## config.mk

```make
export PLATFORM = sky130hd
export DESIGN_NAME = multi_standard_crc_engine
export DESIGN_NICKNAME = d
export VERILOG_FILES = /design/src/hdl/msce_pkg.sv /design/src/hdl/msce_in_stage.sv /design/src/hdl/msce_crc_core.sv /design/src/hdl/msce_out_stage.sv /design/src/hdl/multi_standard_crc_engine.sv
export SDC_FILE = /design/constraint.sdc
export NUM_CORES = 1
export LEC_CHECK = 0
export BUFFER_PORTS_ARGS = -buffer_cell sky130_fd_sc_hd__buf_2
export CAP_MARGIN = 20
export CORE_MARGIN = 2
export CORE_UTILIZATION = 45
export CTS_CLUSTER_DIAMETER = 200
export DETAILED_ROUTE_END_ITERATION = 6
export SLEW_MARGIN = 0
export SYNTH_ARGS = -nofsm -noshare
export SYNTH_HDL_FRONTEND = slang
export SYNTH_HIERARCHICAL = 1
export SYNTH_SLANG_ARGS = --single-unit
```

## constraint.sdc

```tcl
create_clock -name i_clk -period 3.5 [get_ports i_clk]
set_clock_uncertainty 0.1 [all_clocks]
set_input_delay 0 -clock i_clk [delete_from_list [all_inputs] [get_ports i_clk]]
set_output_delay 0 -clock i_clk [all_outputs]
set_load 0.03 [all_outputs]
```

## src/hdl/msce_pkg.sv

```systemverilog
// shared types, codes and CRC helper functions for the multi-standard CRC engine
// no dependencies; imported by the input stage, the crc core and the top level
`default_nettype none

package msce_pkg;

    // algorithm selector codes
    localparam logic [2:0] ALG_CRC32  = 3'd0;
    localparam logic [2:0] ALG_DNP    = 3'd1;
    localparam logic [2:0] ALG_KERMIT = 3'd2;
    localparam logic [2:0] ALG_SHIFT  = 3'd3;
    localparam logic [2:0] ALG_ARC    = 3'd4;
    localparam logic [2:0] ALG_CRC8   = 3'd5;

    // polynomials and fixed values
    localparam logic [31:0] POLY_CRC32  = 32'hEDB8_8320;
    localparam logic [31:0] POLY_DNP    = 32'h0000_A6BC;
    localparam logic [31:0] POLY_KERMIT = 32'h0000_8408;
    localparam logic [15:0] POLY_SHIFT  = 16'h8005;
    localparam logic [31:0] POLY_ARC    = 32'h0000_A001;
    localparam logic [31:0] POLY_CRC8   = 32'h0000_008C;
    localparam logic [31:0] ALL_ONES    = 32'hFFFF_FFFF;

    // one byte request as held in the input register
    typedef struct packed {
        logic [7:0] data_byte;
        logic       first_byte;
        logic       last_byte;
    } t_item;

    // one byte through a reflected (lsb-first) crc, eight unrolled shifts
    function automatic logic [31:0] f_reflect_byte(
        input logic [31:0] i_reg,
        input logic [7:0]  i_byte,
        input logic [31:0] i_poly
    );
        logic [31:0] v;
        v = i_reg ^ {24'h0, i_byte};
        for (int k = 0; k < 8; k++) begin
            v = v[0] ? ((v >> 1) ^ i_poly) : (v >> 1);
        end
        return v;
    endfunction

    // swap the two low bytes, upper half cleared
    function automatic logic [31:0] f_swap16(input logic [15:0] i_val);
        return {16'h0, i_val[7:0], i_val[15:8]};
    endfunction

endpackage

`default_nettype wire

```

## src/hdl/msce_in_stage.sv

```systemverilog
// input register of the crc engine: holds one byte request until the core takes it
// depends on msce_pkg for the request struct
`default_nettype none

module msce_in_stage (
    input  wire              i_clk,
    input  wire              i_rst_n,
    input  wire              i_in_valid,
    output logic             o_in_ready,
    input  wire  [7:0]       i_data_byte,
    input  wire              i_first_byte,
    input  wire              i_last_byte,
    output msce_pkg::t_item  o_item,
    output logic             o_item_valid,
    input  wire              i_item_take
);
    import msce_pkg::*;

    logic  r_valid;
    logic  n_valid;
    t_item r_item;

    // a slot is free when empty or being drained this cycle
    assign o_in_ready = !r_valid || i_item_take;

    always_comb begin
        n_valid = r_valid;
        if (o_in_ready) begin
            n_valid = i_in_valid;
        end
    end

    // valid flag
    always_ff @(posedge i_clk) begin
        if (!i_rst_n) begin
            r_valid <= 1'b0;
        end else begin
            r_valid <= n_valid;
        end
    end

    // payload register, loaded on each accepted request
    always_ff @(posedge i_clk) begin
        if (i_in_valid && o_in_ready) begin
            r_item.data_byte  <= i_data_byte;
            r_item.first_byte <= i_first_byte;
            r_item.last_byte  <= i_last_byte;
        end
    end

    assign o_item       = r_item;
    assign o_item_valid = r_valid;

endmodule

`default_nettype wire

```

## src/hdl/msce_crc_core.sv

```systemverilog
// running crc state and the one-byte update for all six algorithms
// depends on msce_pkg for codes, polynomials and byte update functions
`default_nettype none

module msce_crc_core (
    input  wire              i_clk,
    input  wire              i_rst_n,
    input  wire  [2:0]       i_alg,
    input  msce_pkg::t_item  i_item,
    input  wire              i_fire,
    output logic [31:0]      o_checksum
);
    import msce_pkg::*;

    logic [31:0] r_crc;
    logic [31:0] n_crc;
    logic [7:0]  r_prev;
    logic [31:0] w_start;
    logic [7:0]  w_prev_start;
    logic [15:0] w_shifted;

    // first byte restarts from the algorithm's initial value
    always_comb begin
        w_start      = r_crc;
        w_prev_start = r_prev;
        if (i_item.first_byte) begin
            w_start      = (i_alg == ALG_CRC32) ? ALL_ONES : 32'h0;
            w_prev_start = 8'h0;
        end
    end

    // shift-register variant: shift with feedback on carry out of bit 15
    assign w_shifted = w_start[15] ? ({w_start[14:0], 1'b0} ^ POLY_SHIFT)
                                   : {w_start[14:0], 1'b0};

    // fold one byte into the running value
    always_comb begin
        case (i_alg)
            ALG_CRC32:  n_crc = f_reflect_byte(w_start, i_item.data_byte, POLY_CRC32);
            ALG_DNP:    n_crc = f_reflect_byte({16'h0, w_start[15:0]}, i_item.data_byte,
                                               POLY_DNP);
            ALG_KERMIT: n_crc = f_reflect_byte({16'h0, w_start[15:0]}, i_item.data_byte,
                                               POLY_KERMIT);
            ALG_SHIFT:  n_crc = {16'h0, w_shifted ^ {w_prev_start, i_item.data_byte}};
            ALG_ARC:    n_crc = f_reflect_byte({16'h0, w_start[15:0]}, i_item.data_byte,
                                               POLY_ARC);
            ALG_CRC8:   n_crc = f_reflect_byte({24'h0, w_start[7:0]}, i_item.data_byte,
                                               POLY_CRC8);
            default:    n_crc = 32'h0;
        endcase
    end

    // final step applied only to the emitted value
    always_comb begin
        case (i_alg)
            ALG_CRC32:  o_checksum = n_crc ^ ALL_ONES;
            ALG_DNP:    o_checksum = f_swap16(~n_crc[15:0]);
            ALG_KERMIT: o_checksum = f_swap16(n_crc[15:0]);
            ALG_SHIFT:  o_checksum = f_swap16(n_crc[15:0]);
            ALG_ARC:    o_checksum = {16'h0, n_crc[15:0]};
            ALG_CRC8:   o_checksum = {24'h0, n_crc[7:0]};
            default:    o_checksum = 32'h0;
        endcase
    end

    // state update on every byte that leaves the input register
    always_ff @(posedge i_clk) begin
        if (!i_rst_n) begin
            r_crc  <= 32'h0;
            r_prev <= 8'h0;
        end else if (i_fire) begin
            r_crc  <= n_crc;
            r_prev <= i_item.data_byte;
        end
    end

endmodule

`default_nettype wire

```

## src/hdl/msce_out_stage.sv

```systemverilog
// result register of the crc engine: holds a finished checksum until taken
// no package dependencies
`default_nettype none

module msce_out_stage (
    input  wire         i_clk,
    input  wire         i_rst_n,
    input  wire         i_load,
    input  wire  [31:0] i_checksum,
    output logic        o_free,
    output logic        o_out_valid,
    input  wire         i_out_ready,
    output logic [31:0] o_checksum
);

    logic        r_valid;
    logic        n_valid;
    logic [31:0] r_checksum;

    // free when empty or being taken this cycle
    assign o_free = !r_valid || i_out_ready;

    always_comb begin
        n_valid = r_valid;
        if (o_free) begin
            n_valid = i_load;
        end
    end

    always_ff @(posedge i_clk) begin
        if (!i_rst_n) begin
            r_valid <= 1'b0;
        end else begin
            r_valid <= n_valid;
        end
    end

    // checksum payload
    always_ff @(posedge i_clk) begin
        if (i_load && o_free) begin
            r_checksum <= i_checksum;
        end
    end

    assign o_out_valid = r_valid;
    assign o_checksum  = r_checksum;

endmodule

`default_nettype wire

```

## src/hdl/multi_standard_crc_engine.sv

```systemverilog
// top level of the multi-standard crc engine: config register and stage wiring
// depends on msce_pkg, msce_in_stage, msce_crc_core and msce_out_stage
//
// Usage:
//   Input channel (i_in_valid / o_in_ready) takes one message byte per request
//   with first/last flags. A first byte restarts the CRC from the initial
//   value of the selected algorithm; a last byte produces one checksum
//   request on the output channel (o_out_valid / i_out_ready).
//   Config channel (i_cfg_valid / o_cfg_ready) writes the 3-bit algorithm
//   select; it is always ready and must only be written while idle.
//   A last byte's checksum enters the result register as the byte leaves the
//   input register. Throughput: one byte per cycle unless a last byte waits on a
//   busy result register; the eight-bit unrolled update sets this figure.
//   Reset (synchronous, active low) clears the running CRC and previous byte
//   to zero, the select to CRC-32 and both stages to empty.
//   When the receiver stalls, the finished checksum holds in the result
//   register; the input register still drains bytes that are not last, and
//   a last byte waits there until the result register frees up.
`default_nettype none

module multi_standard_crc_engine (
    input  wire         i_clk,
    input  wire         i_rst_n,
    input  wire         i_in_valid,
    output logic        o_in_ready,
    input  wire  [7:0]  i_data_byte,
    input  wire         i_first_byte,
    input  wire         i_last_byte,
    output logic        o_out_valid,
    input  wire         i_out_ready,
    output logic [31:0] o_checksum,
    input  wire         i_cfg_valid,
    output logic        o_cfg_ready,
    input  wire  [2:0]  i_cfg_algorithm
);
    import msce_pkg::*;

    logic [2:0]  r_alg;
    t_item       w_item;
    logic        w_item_valid;
    logic        w_take;
    logic        w_load;
    logic        w_out_free;
    logic [31:0] w_checksum;

    // configuration register
    assign o_cfg_ready = 1'b1;

    always_ff @(posedge i_clk) begin
        if (!i_rst_n) begin
            r_alg <= ALG_CRC32;
        end else if (i_cfg_valid && o_cfg_ready) begin
            r_alg <= i_cfg_algorithm;
        end
    end

    // a held byte moves on unless it is last and the result register is busy
    assign w_take = w_item_valid && (!w_item.last_byte || w_out_free);
    assign w_load = w_take && w_item.last_byte;

    msce_in_stage u_in (
        .i_clk        (i_clk),
        .i_rst_n      (i_rst_n),
        .i_in_valid   (i_in_valid),
        .o_in_ready   (o_in_ready),
        .i_data_byte  (i_data_byte),
        .i_first_byte (i_first_byte),
        .i_last_byte  (i_last_byte),
        .o_item       (w_item),
        .o_item_valid (w_item_valid),
        .i_item_take  (w_take)
    );

    msce_crc_core u_core (
        .i_clk      (i_clk),
        .i_rst_n    (i_rst_n),
        .i_alg      (r_alg),
        .i_item     (w_item),
        .i_fire     (w_take),
        .o_checksum (w_checksum)
    );

    msce_out_stage u_out (
        .i_clk       (i_clk),
        .i_rst_n     (i_rst_n),
        .i_load      (w_load),
        .i_checksum  (w_checksum),
        .o_free      (w_out_free),
        .o_out_valid (o_out_valid),
        .i_out_ready (i_out_ready),
        .o_checksum  (o_checksum)
    );

    // a last byte blocked by a busy result register stalls the input
    a_last_blocks_input: assert property (@(posedge i_clk) disable iff (!i_rst_n)
        w_item_valid && w_item.last_byte && !w_out_free |-> !o_in_ready)
        else $error("input accepted while a blocked last byte is held");

    // a new result shows up only after a last byte left the input register
    a_result_from_last: assert property (@(posedge i_clk) disable iff (!i_rst_n)
        $rose(o_out_valid) |-> $past(w_load))
        else $error("result appeared without a last byte");

    // narrow algorithms yield a zero upper half
    a_narrow_upper_zero: assert property (@(posedge i_clk) disable iff (!i_rst_n)
        w_load && w_out_free && r_alg != ALG_CRC32 |=> o_checksum[31:16] == 16'h0)
        else $error("upper checksum bits set for a narrow algorithm");

endmodule

`default_nettype wire
```

* Word level (Yosys, flattened, before mapping)
Cells that the tools add are included.
** Word-level totals
- Register bits :: 87
- Output and inout port bits :: 35
- Word-level logic and storage cells :: 119
** Operators by class
- Equal/unequal tests :: 5
- Mux-type cells :: 46
- Bitwise logic cells :: 47
- Reduce and logical (&&, ||, !) cells :: 12
** Operator list (number)
- $mux W16 :: 25
- $mux W32 :: 10
- $pmux W32 S6 :: 1
- $pmux W32 S5 :: 1
- $not A13 Y14 :: 8
- $mux W8 :: 9
- $not A9 Y9 :: 8
- $not A3 Y3 :: 23
- $not A32 Y32 :: 1
- $xor A32 B8 Y32 :: 1
- $not A16 Y16 :: 1
- $xor A16 B16 Y16 :: 1
- $xor A16 B8 Y16 :: 1
- $xor A8 B8 Y8 :: 1
- $eq A3 B2 Y1 const B :: 2
- $eq A3 B3 Y1 const B :: 2
- $not A2 Y3 :: 2
- $logic_and A1 B1 Y1 :: 4
- $eq A3 B1 Y1 const B :: 1
- $logic_not A1 Y1 :: 3
- $logic_not A3 Y1 :: 1
- $logic_or A1 B1 Y1 :: 3
- $reduce_or A2 Y1 :: 1

* Logic depth before layout (Yosys ltp)
- Depth after elaboration :: 23
- Depth in mapped cells :: 11
- Depth with buffers taken out :: 7

* Hierarchy
The synthesis kept the hierarchy.
** By module, submodules not included
- msce_crc_core :: instances 1, cells an instance 585, area an instance 4787.1 um2
- msce_out_stage :: instances 1, cells an instance 37, area an instance 1018.5 um2
- msce_in_stage :: instances 1, cells an instance 15, area an instance 357.8 um2
- multi_standard_crc_engine :: instances 1, cells an instance 14, area an instance 137.6 um2

* Worst setup path before layout
OpenSTA, ideal clock, no wires.
- Kind :: register to register
- From :: reg u_in.r_item, in the netlist u_in/o_item[1]
- To :: reg u_out.r_checksum[1] (netlist: u_out/o_checksum[1]), data pin
- Setup time :: 259 ps
- Data arrival time :: 2448 ps
- Path slack :: 693 ps
- Cell stages (with the launch flop) :: 11
- Buffers on the path :: 3
- Path through :: edfxtp_1 buf_2 nor4b_4 buf_2 or3_1 and2_1 buf_2 xnor3_1 nor2_1 or3_1 a211o_1
** On the way
- Cells in the longest elaborated chain, start to end :: 18
- Elaborated cells between the ends (all ways) :: 77
- Those cells by class :: mux: 45; bitwise: 32
** RTL lines
- start, declared :: RTL line msce_in_stage.sv:21 : t_item r_item;
- $mux W32 :: RTL line msce_crc_core.sv:26 : if (i_item.first_byte) begin
- $xor A16 B8 Y16 :: RTL line msce_pkg.sv:38 : v = i_reg ^ {24'h0, i_byte};
- $not A9 Y9 (no line) or $mux W16 (tied branches)
- $mux W16 or $not A9 Y9 (tied branches)
- $not A9 Y9 (no line) or $mux W16 (tied branches)
- $mux W16 :: RTL line msce_pkg.sv:40 : v = v[0] ? ((v >> 1) ^ i_poly) : (v >> 1);
- $not A9 Y9 (no line)
- $mux W16 :: RTL line msce_pkg.sv:40
- [... 3 more ...]
- $mux W16 :: RTL line msce_pkg.sv:40
- $mux W16 or $not A9 Y9 (tied branches)
- $not A9 Y9 (no line) or $mux W16 (tied branches)
- $mux W16 :: RTL line msce_pkg.sv:40
- $pmux W32 S6 * :: RTL line msce_crc_core.sv:38 : case (i_alg)
- $not A16 Y16 or $not A32 Y32 (tied branches)
- $pmux W32 S5 * :: RTL line msce_crc_core.sv:55 : case (i_alg)
- net w_checksum[1] :: RTL line multi_standard_crc_engine.sv:44 : logic [31:0] w_checksum;
- end signal, assigned :: RTL line msce_out_stage.sv:41 : r_checksum <= i_checksum;
- end, declared :: RTL line msce_out_stage.sv:18 : logic [31:0] r_checksum;
The timed path passes the listed nets; every way through them passes the cells marked *.
A chain may end at the register's enable or synchronous reset.

* Worst setup path after layout
- From :: reg u_in.r_item, in the netlist u_in/o_item[6]
- To :: reg u_out.r_checksum[0] (netlist: u_out/o_checksum[0]), data pin
** On the way
- Cells in the longest elaborated chain, start to end :: 15
- Elaborated cells between the ends (all ways) :: 45
- Those cells by class :: mux: 34; bitwise: 11
** RTL lines (RTL line)
- $xor A8 B8 Y8 or $xor A16 B8 Y16 (tied branches) :: msce_pkg.sv:38
- $not A2 Y3 (no line) or $not A9 Y9 (tied branches)
- $mux W8 or $mux W16 (tied branches) :: msce_pkg.sv:40
- $not A3 Y3 (no line) or $not A9 Y9 (tied branches)
- $mux W8 or $mux W16 (tied branches) (4 in series) :: msce_pkg.sv:40
- $not A3 Y3 (no line) or $not A9 Y9 (tied branches)
- $mux W8 or $mux W16 (tied branches) (3 in series) :: msce_pkg.sv:40
- $pmux W32 S6 * :: msce_crc_core.sv:38
- $not A32 Y32 (no line)
- $pmux W32 S5 * :: msce_crc_core.sv:55
- net w_checksum[0] :: multi_standard_crc_engine.sv:44
Marks and branches as above.

==> results.toml <==
[routing]
first_pass_iters = 5
viasPerCell = 5.91
drc = 0
ant_nets = 0
routed_wl_um = 22400
avgRoutedWirePerCell_um = 24.6
dr_total_vias = 5379
drt_iter0_markers = 531

[final_layout]
area_growth_pct = 17.5
diodes = 0
design_area_um2 = 7400
final_nets = 743
drive_gt1_frac = 0.193

[worst_setup_path]
critical_path.max_stage_delay_ns = 0.53
cp-start-kind = "register"
required_ns = 3.49
critPathArrivalTime_ns = 3.15
crit_type = "reg -> reg"
critPathTopFamily = "XOR/XNOR gates"
worstPathCellList = "xnor2_1, xor2_1, xnor3_1, xor3_1, a211oi_1, o41ai_1"
critPathBufInv = 0
crit_fanout = 6
cp_slowest_cell = "xnor3_1"
crit_path_end_kind = "register"

[sta]
slew_viol_final = 0
hold_viol = 0
setup_violations = 0
max_freq_mhz = 316
worst_slack_ns = 0.338
min_period_ns = 3.16
worst_pin_slew_ns = 0.823
slew_headroom = 0.450
finalSetupTns_ns = 0
period_share = 0.903
rsz0062_at_grt = "false"

[grt]
grt_pass1_wl_um = 32700
grt_usage = 0.309
grt_start_max_net_pins = 54
antenna_found_initial = 0
overflow = 0
grt_pass1_vias = 5098

[die]
floorplan.die_area_um2 = 15000
start_util = 0.457
ios = 53
rows = 43
die_w_um = 122
die_height_um = 122
core_region_area_um2 = 13800

[placement]
post-place-ws_ns = 0.409
placement.cell_area_um2 = 6950
place_hpwl_um = 16500
gp_congestion = 1.03
io_buffers = 51

[yosys]
yosysTopAreaCell = "edfxtp_1"
async_flop_share = 0
yosys_warnings = 6
synth_cells = 651
synth_ff_type = "dfxtp_1"
synth.top_cell.area_share = 0.200
synth_most_common_cell = "nor2_1"
ys_ff_latch = 87
synth_fp_nets = 669
netlist_area_um2 = 6300
synth_enable_flop_cells = 42
synth_area_leaders = "edfxtp_1, dfxtp_1, xnor2_1"
syn_area_per_cell_um2 = 9.68
synth.cells.most_frequent = "nor2_1, xnor2_1, dfxtp_1"
synth-seq-area-share = 0.343
yosysUniqueCellTypes = 74

[clock_network]
cts-root-buf = "clkbuf_16"
cts_buffer_depth = 2
clock_latency_ns = 0.35
numCtsBuffers = 9
clk_pin_slew_ns = 0.07
ctsHoldBuffers = 18
post_cts_resized = 0
cts_htree_levels = 3
post_cts_buffers = 0
cts_sinks = 87
cts_tree = "built"

[power_and_ir_drop]
power.density_nw_per_um2 = 592
leakagePower_nw = 3.00
ir_worst_vdd_mv = 0.252
fin_total_pwr_mw = 4.39

[hold_path]
hp-class = "in -> reg"

[run]
drv_cap = 0

[run_status]
status = "finished clean"
==> report_power, final <==
group	switching (mW)	internal [mW]	leakage, nW	total, mW
Combinational	1.16	1.00	2.11	2.16
Sequential	0.0932	1.21	0.763	1.30
Clock	0.438	0.486	0.130	0.924
Total	1.69	2.70	3.00	4.39
==> worst reg2reg max path, delay by kind of cell (launching register included) <==
kind / cells / cell delay [ns]
XOR/XNOR: 4 / 1.91
flip-flops: 1 / 0.52
AO/OA/AOI/OAI: 2 / 0.38
==> flip-flops by register name (all words and copies together), names as in the netlist <==
signal	flops
u_out/o_checksum	32
u_out/o_out_valid	1
r_alg	3
u_in/o_item_valid	1
u_in/o_item	10
u_core/r_crc	32
u_core/r_prev	8
==> cell type report <==
| class | instances | area [um^2] |
|---|---|---|
| inverters | 8 | 30.0 |
| multi-input cells | 505 | 3920 |
| flip-flops and latches | 87 | 2160 |
| repair buffers | 114 | 798 |
| fillers | 1288 | 6370 |
| well taps | 180 | 225 |
| clock buffers | 10 | 229 |
| clock inverters | 6 | 43.8 |
==> through the flow <==
| stage | hold WS [ns] | util | instances |
|---|---|---|---|
| 2_1_floorplan | -0.00113 | - | 651 |
| 3_5_place_dp | 0.0781 | 0.505 | 876 |
| 6_report | 0.0384 | 0.538 | 910 |
| 3_3_place_gp | 0.0783 | 0.505 | 876 |
| 5_1_grt | 0.0263 | 0.538 | 910 |
| 4_1_cts | 0.0136 | 0.538 | 910 |
==> cell usage in the layout (no fill, tap or decap), types with 4 or more instances in the layout <==
cell type	synthesis	layout
a31oi_1	6	6
a22oi_1	12	12
nor2_1	102	102
nor2b_1	17	17
nand3_1	4	4
buf_2	16	51
or3_1	6	6
xor3_1	9	9
o21a_1	8	8
dfxtp_1	45	45
and3_1	6	6
edfxtp_1	42	42
mux2i_1	11	11
nand2_1	31	31
and2_1	6	6
xor2_1	28	28
o211ai_1	12	12
o21ai_0	23	23
clkbuf_16	0	9
nor3_1	10	9
a211oi_1	10	10
buf_4	1	43
xnor3_1	22	22
xnor2_1	75	75
a21oi_1	22	22
o22ai_1	8	8
inv_1	7	7
dlygate4sd3_1	0	18
==> worst paths after layout <==
| check | start | endpoint | slack (ns) | cells after the start |
|---|---|---|---|---|
| setup / recovery | u_in/o_item[6] | u_out/o_checksum[0] | 0.34 | 6 |
| hold / removal | i_rst_n | u_core/r_crc[13] | 0.04 | 2 |
| setup reg to reg | u_in/o_item[6] | u_out/o_checksum[0] | 0.34 | 6 |
| hold reg to reg | u_core/r_crc[26] | u_core/r_crc[26] | 0.38 | 2 |
==> logic make-up (layout without fill, tap and decap cells) <==
kind of cell / count (synthesis) / count (layout) / share of synthesized area
and+or+nand+nor: 203 / 203 / 0.155
other: 1 / 1 / 0.000595
DFF: 87 / 87 / 0.343
muxes: 11 / 11 / 0.0175
buffers and inverters: 59 / 138 / 0.0389
AOI/OAI and AO/OA: 150 / 150 / 0.172
xor gates and xnor gates: 140 / 140 / 0.273
==> per-layer routing <==
layer | vias to the layer above | global-route usage | wire length [um]
li1 | 2458 | - | -
met1 | 2575 | 0.430 | 9770
met2 | 285 | 0.434 | 9290
met3 | 61 | 0.0822 | 2170
met5 | - | 0 | 0
met4 | 0 | 0.171 | 1130
Power figures use the tool's default switching activity.
